`config.mk`:
```
export PLATFORM = sky130hd
export DESIGN_NAME = ips_patch_stream_parser
export DESIGN_NICKNAME = d
export VERILOG_FILES = /design/src/sv/ipsp_pkg.sv /design/src/sv/ips_patch_stream_parser.sv /design/src/sv/ipsp_out_skid.sv
export SDC_FILE = /design/constraint.sdc
export NUM_CORES = 1
export LEC_CHECK = 0
export ABC_AREA = 1
export BUFFER_PORTS_ARGS = -buffer_cell sky130_fd_sc_hd__buf_4
export CAP_MARGIN = 20
export CORE_MARGIN = 1
export CORE_UTILIZATION = 49
export DETAILED_ROUTE_END_ITERATION = 10
export GPL_ROUTABILITY_DRIVEN = 1
export PLACE_DENSITY = 0.75
export REMOVE_ABC_BUFFERS = 1
export SYNTH_ARGS = -nofsm -noshare
export SYNTH_HDL_FRONTEND = slang
export SYNTH_HIERARCHICAL = 1
export SYNTH_SLANG_ARGS = --single-unit
```
`constraint.sdc`:
```
create_clock -name clock -period 5.95 [get_ports clock]
set_input_delay 0.595 -clock clock [delete_from_list [all_inputs] [get_ports clock]]
set_output_delay 0.595 -clock clock [all_outputs]
set_load 0.005 [all_outputs]
```
`src/sv/ipsp_pkg.sv`:
```
// Shared types, codes and constants of the IPS patch stream parser.
package ipsp_pkg;

   // Kind of a result request.
   typedef enum logic [2:0] {
      KIND_WRITE     = 3'd0,
      KIND_FILL      = 3'd1,
      KIND_END_OK    = 3'd2,
      KIND_NOT_PATCH = 3'd3,
      KIND_TRUNCATED = 3'd4
   } kind_type;

   // Parser phase, one-hot.
   typedef enum logic [7:0] {
      PH_HEADER = 8'b0000_0001,
      PH_OFFSET = 8'b0000_0010,
      PH_SIZE   = 8'b0000_0100,
      PH_DATA   = 8'b0000_1000,
      PH_RUNCNT = 8'b0001_0000,
      PH_RUNVAL = 8'b0010_0000,
      PH_DONE   = 8'b0100_0000,
      PH_FAIL   = 8'b1000_0000
   } phase_type;

   localparam int ADDR_W   = 25;
   localparam int OFFSET_W = 24;
   localparam int COUNT_W  = 16;
   localparam int DATA_W   = 8;
   localparam int RSP_TDATA_W = 56;

   localparam logic [15:0] HDR_LEN       = 16'd5;
   localparam logic [15:0] OFFSET_BYTES  = 16'd3;
   localparam logic [15:0] SIZE_BYTES    = 16'd2;
   localparam logic [15:0] RUNCNT_BYTES  = 16'd2;
   localparam logic [OFFSET_W-1:0] END_MARK = 24'h454F46;

   typedef struct packed {
      kind_type              kind;
      logic [ADDR_W-1:0]     address;
      logic [DATA_W-1:0]     value;
      logic [COUNT_W-1:0]    fill_count;
   } rsp_type;

   // Expected character of the "PATCH" header at a given position.
   function automatic logic [7:0] hdr_char(input logic [2:0] idx);
      logic [7:0] ch;
      case (idx)
         3'd0: ch = 8'h50;
         3'd1: ch = 8'h41;
         3'd2: ch = 8'h54;
         3'd3: ch = 8'h43;
         3'd4: ch = 8'h48;
         default: ch = 8'h00;
      endcase
      return ch;
   endfunction

endpackage

```
`src/sv/ips_patch_stream_parser.sv`:
```
// Top level of the IPS patch stream parser.
//
// Usage: patch bytes enter on the req_ channel, one byte per request, with
// req_tlast marking the final byte of a patch. The block checks the "PATCH"
// header, then decodes offset/size records and emits on the rsp_ channel one
// request per literal byte (write), one per run record (fill), one for the
// "EOF" marker, and one for a bad header or a stream that ends early.
// rsp_tuser carries the kind; rsp_tdata carries address, value and count.
// Each result is registered in the output buffer before it appears on rsp_.
// Throughput: one byte per cycle while the output buffer has room; the parse
// is a single state update per byte between the phase/field registers and a
// two-entry output buffer. When the receiver stalls, the buffer absorbs one
// more result; req_tready drops only once both entries are full.
// Reset clears the parser to expect a header and empties the output buffer.
// After a byte with req_tlast the parser also returns to the header phase,
// so the next byte starts a new patch. Bytes after "EOF" or after a header
// mismatch produce nothing until the end of the stream.
module ips_patch_stream_parser (
   input  logic        clock,
   input  logic        reset,
   input  logic        req_tvalid,
   output logic        req_tready,
   input  logic [7:0]  req_tdata,   // [7:0] patch_byte
   input  logic        req_tlast,   // last
   output logic        rsp_tvalid,
   input  logic        rsp_tready,
   output logic [55:0] rsp_tdata,   // [24:0] address, [32:25] value, [48:33] fill_count
   output logic [2:0]  rsp_tuser    // [2:0] kind
);
   import ipsp_pkg::*;

   phase_type            phase_ff, phase_in;
   logic [COUNT_W-1:0]   field_pos_ff, field_pos_in;
   logic [OFFSET_W-1:0]  offset_ff, offset_in;
   logic [COUNT_W-1:0]   size_ff, size_in;
   logic [COUNT_W-1:0]   run_ff, run_in;

   logic                 accept;
   logic                 res_valid;
   rsp_type              res;
   logic [COUNT_W-1:0]   pos_inc;
   logic [OFFSET_W-1:0]  offset_shift;
   logic [COUNT_W-1:0]   size_shift;
   logic [COUNT_W-1:0]   run_shift;
   logic                 mid_record;
   logic                 buf_ready;
   logic                 rsp_valid_w;
   rsp_type              rsp_data_w;
   logic [7:0]           b;

   assign b            = req_tdata;
   assign req_tready   = buf_ready;
   assign accept       = req_tvalid && req_tready;
   assign pos_inc      = field_pos_ff + 16'd1;
   assign offset_shift = {offset_ff[15:0], b};
   assign size_shift   = {size_ff[7:0], b};
   assign run_shift    = {run_ff[7:0], b};
   assign mid_record   = (phase_ff == PH_OFFSET) || (phase_ff == PH_SIZE) ||
                         (phase_ff == PH_DATA) || (phase_ff == PH_RUNCNT) ||
                         (phase_ff == PH_RUNVAL);

   always_comb begin
      phase_in     = phase_ff;
      field_pos_in = field_pos_ff;
      offset_in    = offset_ff;
      size_in      = size_ff;
      run_in       = run_ff;
      res_valid    = 1'b0;
      res.kind       = KIND_WRITE;
      res.address    = '0;
      res.value      = '0;
      res.fill_count = '0;

      case (phase_ff)
         PH_HEADER: begin
            if (field_pos_ff >= HDR_LEN || b != hdr_char(field_pos_ff[2:0])) begin
               res_valid = 1'b1;
               res.kind  = KIND_NOT_PATCH;
               phase_in  = PH_FAIL;
            end else begin
               field_pos_in = pos_inc;
               if (pos_inc == HDR_LEN) begin
                  field_pos_in = '0;
                  phase_in     = PH_OFFSET;
               end
            end
            // A stream that stops inside the header is not a patch; one that
            // stops right after it is a truncated patch.
            if (req_tlast && !res_valid) begin
               res_valid = 1'b1;
               res.kind  = (phase_in == PH_OFFSET) ? KIND_TRUNCATED : KIND_NOT_PATCH;
            end
         end
         PH_OFFSET: begin
            offset_in    = offset_shift;
            field_pos_in = pos_inc;
            if (pos_inc >= OFFSET_BYTES) begin
               field_pos_in = '0;
               if (offset_shift == END_MARK) begin
                  res_valid = 1'b1;
                  res.kind  = KIND_END_OK;
                  phase_in  = PH_DONE;
               end else begin
                  phase_in = PH_SIZE;
               end
            end
         end
         PH_SIZE: begin
            size_in      = size_shift;
            field_pos_in = pos_inc;
            if (pos_inc >= SIZE_BYTES) begin
               field_pos_in = '0;
               phase_in     = (size_shift == '0) ? PH_RUNCNT : PH_DATA;
            end
         end
         PH_DATA: begin
            res_valid    = 1'b1;
            res.kind     = KIND_WRITE;
            res.address  = {1'b0, offset_ff} + {9'd0, field_pos_ff};
            res.value    = b;
            field_pos_in = pos_inc;
            if (pos_inc >= size_ff) begin
               field_pos_in = '0;
               phase_in     = PH_OFFSET;
            end
         end
         PH_RUNCNT: begin
            run_in       = run_shift;
            field_pos_in = pos_inc;
            if (pos_inc >= RUNCNT_BYTES) begin
               field_pos_in = '0;
               phase_in     = PH_RUNVAL;
            end
         end
         PH_RUNVAL: begin
            res_valid      = 1'b1;
            res.kind       = KIND_FILL;
            res.address    = {1'b0, offset_ff};
            res.value      = b;
            res.fill_count = run_ff;
            phase_in       = PH_OFFSET;
         end
         default: begin
         end
      endcase

      // The final byte of a stream inside the records replaces whatever it
      // would have produced, unless it completes the end marker.
      if (req_tlast) begin
         if (mid_record && !(res_valid && res.kind == KIND_END_OK)) begin
            res_valid = 1'b1;
            res.kind  = KIND_TRUNCATED;
         end
         phase_in     = PH_HEADER;
         field_pos_in = '0;
         offset_in    = '0;
         size_in      = '0;
         run_in       = '0;
      end

      if (res.kind != KIND_WRITE && res.kind != KIND_FILL) begin
         res.address    = '0;
         res.value      = '0;
         res.fill_count = '0;
      end
   end

   always_ff @(posedge clock) begin
      if (reset) begin
         phase_ff     <= PH_HEADER;
         field_pos_ff <= '0;
         offset_ff    <= '0;
         size_ff      <= '0;
         run_ff       <= '0;
      end else if (accept) begin
         phase_ff     <= phase_in;
         field_pos_ff <= field_pos_in;
         offset_ff    <= offset_in;
         size_ff      <= size_in;
         run_ff       <= run_in;
      end
   end

   ipsp_out_skid u_out_skid (
      .clock      (clock),
      .reset      (reset),
      .push       (accept && res_valid),
      .push_data  (res),
      .push_ready (buf_ready),
      .out_valid  (rsp_valid_w),
      .out_ready  (rsp_tready),
      .out_data   (rsp_data_w)
   );

   assign rsp_tvalid = rsp_valid_w;
   assign rsp_tuser  = rsp_data_w.kind;
   assign rsp_tdata  = {7'd0, rsp_data_w.fill_count, rsp_data_w.value, rsp_data_w.address};

`ifndef SYNTHESIS
   a_status_no_payload: assert property (@(posedge clock) disable iff (reset)
      rsp_tvalid && rsp_tuser != KIND_WRITE && rsp_tuser != KIND_FILL
      |-> rsp_tdata == '0)
      else $error("status result carries a nonzero payload");

   a_write_no_count: assert property (@(posedge clock) disable iff (reset)
      rsp_tvalid && rsp_tuser == KIND_WRITE |-> rsp_tdata[48:33] == '0)
      else $error("byte write result carries a fill count");

   a_last_restarts: assert property (@(posedge clock) disable iff (reset)
      accept && req_tlast |=> phase_ff == PH_HEADER && field_pos_ff == '0)
      else $error("parser did not return to header phase after last byte");

   a_data_size_nonzero: assert property (@(posedge clock) disable iff (reset)
      phase_ff == PH_DATA |-> size_ff != '0 && field_pos_ff < size_ff)
      else $error("literal data phase with an exhausted record size");
`endif

endmodule

```
`src/sv/ipsp_out_skid.sv`:
```
// Two-entry output buffer for result requests of the IPS patch parser.
module ipsp_out_skid (
   input  logic             clock,
   input  logic             reset,
   input  logic             push,
   input  ipsp_pkg::rsp_type push_data,
   output logic             push_ready,
   output logic             out_valid,
   input  logic             out_ready,
   output ipsp_pkg::rsp_type out_data
);
   import ipsp_pkg::*;

   logic    out_valid_ff, out_valid_in;
   logic    spare_valid_ff, spare_valid_in;
   rsp_type out_data_ff, out_data_in;
   rsp_type spare_data_ff, spare_data_in;
   logic    pop;

   assign pop        = out_valid_ff && out_ready;
   assign push_ready = !spare_valid_ff;
   assign out_valid  = out_valid_ff;
   assign out_data   = out_data_ff;

   always_comb begin
      out_valid_in   = out_valid_ff;
      spare_valid_in = spare_valid_ff;
      out_data_in    = out_data_ff;
      spare_data_in  = spare_data_ff;
      if (spare_valid_ff) begin
         if (pop) begin
            out_data_in    = spare_data_ff;
            spare_valid_in = 1'b0;
         end
      end else if (push) begin
         if (!out_valid_ff || pop) begin
            out_data_in  = push_data;
            out_valid_in = 1'b1;
         end else begin
            spare_data_in  = push_data;
            spare_valid_in = 1'b1;
         end
      end else if (pop) begin
         out_valid_in = 1'b0;
      end
   end

   always_ff @(posedge clock) begin
      if (reset) begin
         out_valid_ff   <= 1'b0;
         spare_valid_ff <= 1'b0;
      end else begin
         out_valid_ff   <= out_valid_in;
         spare_valid_ff <= spare_valid_in;
      end
      out_data_ff   <= out_data_in;
      spare_data_ff <= spare_data_in;
   end

`ifndef SYNTHESIS
   a_spare_needs_out: assert property (@(posedge clock) disable iff (reset)
      spare_valid_ff |-> out_valid_ff)
      else $error("spare entry held while output register is empty");

   a_spare_moves_up: assert property (@(posedge clock) disable iff (reset)
      spare_valid_ff && pop |=> out_valid_ff && !spare_valid_ff)
      else $error("spare entry not moved to output after a pop");

   a_spare_kept: assert property (@(posedge clock) disable iff (reset)
      spare_valid_ff && !pop |=> spare_valid_ff && $stable(spare_data_ff))
      else $error("spare entry lost while output is stalled");
`endif

endmodule

```
==> results.md <==
* Status: complete, but fails checks
* Failing checks: DRC
* N_diodes at 0
* Congestion Overflow GR at 0
* Final hold slack at 0.459 ns
* Dominant synthesized flop cell: edfxtp_1
* Hold Path Stages at 4
* Post-CTS setup buffer count at 0
* Die Wd at 152 um
* Wire length of the first global-routing pass at 45,500 um
* Unique cell type count in the Yosys netlist at 53
* Mapped Cells at 1,384
* Remaining antenna violation count at 0
* Reg2reg end: u_out_skid/out_data[34]$_DFFE_PP_
* Routability cong. at 0.959
* Max Freq at 251 MHz
* Top cells by count, synth: nand2_1, inv_1, nor2_1, edfxtp_1, a21oi_1
* Initial antenna violation count at 0
* Hold wc startpoint: rsp_tready
* Register bit total from synthesis at 186
* Initial detailed-routing violation count at 808
* Detailed Routing Iterations Pass 1 at 8
* Layout cells sized above 1 at 0.145
* Row cnt at 54
* Post-cts resize count at 0
* Critical R2R Launch: phase_ff[0]$_SDFFE_PP1P_
* CTS Buf Count at 17
* Flop2flop setup slack at 1.96 ns
* Fin util at 0.553
* DP HPWL at 19,800 um
* Setup_tns at 0 ns
* Mean number of vias per cell at 5.56
* Post-CTS Hold Buffers at 0
* Final Hold Fails at 0
* Die ar. at 23,200 um2
* Core area at 22,000 um2
* Vias in the first global route at 8,764
* Dpl ws at 1.85 ns
* Worst skew pair latency at 0.44 ns
* Hold endpoint: u_out_skid/spare_valid_ff$_SDFF_PP0_
* Die Y at 152 um
* IO Port Bufs at 66
* CTS H-Tree Depth at 4
* Worst reg2reg path depth at 14
* Post-synthesis async set-or-reset flop share at 0
* Slowest cell delay on critical path at 0.60 ns
* Pwr dens at 268 nW/um2
* Total Wirelength at 28,400 um
* Vias post-DR at 9,519
* Required time of the critical path at 6.02 ns
* Post-synth EDFFs at 104
* Final-report max-slew violation count at 0
* LEAKAGE at 4.70 nW
* Yosys warns at 6
* Clock Skew at 0.0187 ns
* Worst slew margin at 0.256
* GRT Util Overall at 0.246
* Most common cell in the netlist: nand2_1
* CP startpoint kind: register
* RSZ-0062 raised after global routing: no
* Final setup vio count at 0
* Worst-Margin Slew at 1.11 ns
* Worst-path clk slew at 0.08 ns
* Nets at 1,471
* Top Family by Delay on Critical Path: simple AND/OR/NAND/NOR gates
* Crit. End Element: register
* DRC at 6
* Area Overhead vs Synth at 9.84%
* Worst hold path class: input port to register
* Seq/Total Area, Yosys at 0.431
* Most used cell along the critical path: nor2_1
* Slowest stage cell on the critical path: buf_4
* Top cell type by total area after synthesis: edfxtp_1
* Data arrival, critical path at 4.06 ns
* Max_cap viols at 0
* Synth Cell Area at 11,000 um2
* Clock sinks at 186
* Syn Area/Cell at 7.98 um2
* Crit share post-route at 0.670
* TritonCTS clock tree: yes
* Crit-path cells: nor2_1, nand2_1, nor4_1, nor2_1, inv_1, nor2_1, nand2_1, nor2_1, inv_1, nand3_4, a21oi_1, nand2_1, a21oi_4, buf_4
* Yosys top cell area share at 0.283
* Crit Path Category: register to register
* DR WL/cell at 16.6 um
* Largest net degree at the start of global routing at 57
* Num ports at 74
* Max Root-Sink Buffers at 2
* Worst Path Buf+Inv at 3
* Final setup margin at 1.96 ns
* Tot Pwr at 3.25 mW
* Period minus WS final at 3.99 ns
* Worst Path Max Fanout at 52
* Root Buffer: clkbuf_16
* Max IR drop VDD at 171 uV
* Synth area leaders: edfxtp_1, dfxtp_1, nand2_1, inv_1, nor3_2
* Initial Util at 0.503
## cells by family after synthesis
| kind of cell | Yosys count | share of synthesized area |
|---|---|---|
| simple gates | 712 | 0.306 |
| compound gates | 227 | 0.118 |
| buf+inv | 212 | 0.0940 |
| flops | 186 | 0.431 |
| fa+ha+maj | 39 | 0.0448 |
| xor+xnor | 7 | 0.00555 |
| other cells | 1 | 0.000339 |
## metal layers
metal	track usage	vias up	part of all wire
met5	0	-	0
met4	0.105	0	0.028
met3	0.0461	61	0.075
met2	0.387	391	0.45
met1	0.334	4367	0.45
li1	-	4700	-
## worst min-delay path: cells and delay by family
family,cells,cell delay [ns]
AO/OA/AOI/OAI,1,0.06
buffers and inverters,1,0.10
AND/OR/NAND/NOR,2,0.10
## sequential cells by signal, indices dropped and copies added, names as in the netlist
register	flops
size_ff	16
run_ff	16
phase_ff	8
u_out_skid/spare_valid_ff	1
u_out_skid/out_data	52
offset_ff	24
u_out_skid/out_valid	1
u_out_skid/spare_data_ff	52
field_pos_ff	16
## layout by cell type, fill, tap and decap left out, drive strengths merged
master    count
nand2       416
inv         153
nor2        124
edfxtp      104
a21oi        98
dfxtp        82
buf          74
o21ai        71
nor3         65
nand3        59
ha           38
nand4        27
a22oi        25
clkbuf       17
o2111ai      10
nor4          8
clkinv        8
o31ai         7
conb          7
nand3b        6
o22ai         5
xor2          4
o21bai        4
or2           3
xnor2         3
a31o          2
o32ai         2
clkinvlp      2
nor2b         1
and2          1
and3          1
nor3b         1
a21o          1
a41oi         1
a31oi         1
fa            1
## layout make-up
| type | count | area (um2) |
|---|---|---|
| Clock inverter | 15 | 191 |
| Sequential cell | 186 | 4770 |
| Inverter | 148 | 556 |
| Fill cell | 2036 | 9820 |
| Multi-Input combinational cell | 992 | 5280 |
| Tap cell | 280 | 350 |
| Timing Repair Buffer | 74 | 568 |
| Clock buffer | 17 | 425 |
## report_power, final
part	internal [mW]	total [mW]	switching [mW]
logic	0.181	0.582	0.401
registers	1.45	1.50	0.0521
clock network	0.578	1.17	0.591
total	2.20	3.25	1.04
## worst max-delay path by stage
stage / cells after the start / to / from / slack (ns)
final: 14 / u_out_skid/out_data[34]$_DFFE_PP_ / phase_ff[0]$_SDFFE_PP1P_ / 1.96
after floorplan: 11 / u_out_skid/out_data[0]$_DFFE_PP_ / phase_ff[6]$_SDFFE_PP0P_ / 0.43
after detailed placement: 16 / u_out_skid/spare_data_ff[36]$_DFFE_PP_ / field_pos_ff[1]$_SDFFE_PP0P_ / 1.85
after global routing: 18 / phase_ff[1]$_SDFFE_PP0P_ / field_pos_ff[0]$_SDFFE_PP0P_ / 1.59
after global placement: 16 / u_out_skid/spare_data_ff[37]$_DFFE_PP_ / field_pos_ff[1]$_SDFFE_PP0P_ / 1.97
after CTS: 16 / u_out_skid/spare_data_ff[36]$_DFFE_PP_ / field_pos_ff[1]$_SDFFE_PP0P_ / 1.82
## stage by stage
stage | cell area (um2) | instances
after global placement | 11500 | 1679
after CTS | 12100 | 1711
after floorplan | 10600 | 1326
after detailed placement | 11500 | 1679
final | 12100 | 1712
after global routing | 12100 | 1712
No activity file was read; power rests on OpenSTA's default activity.
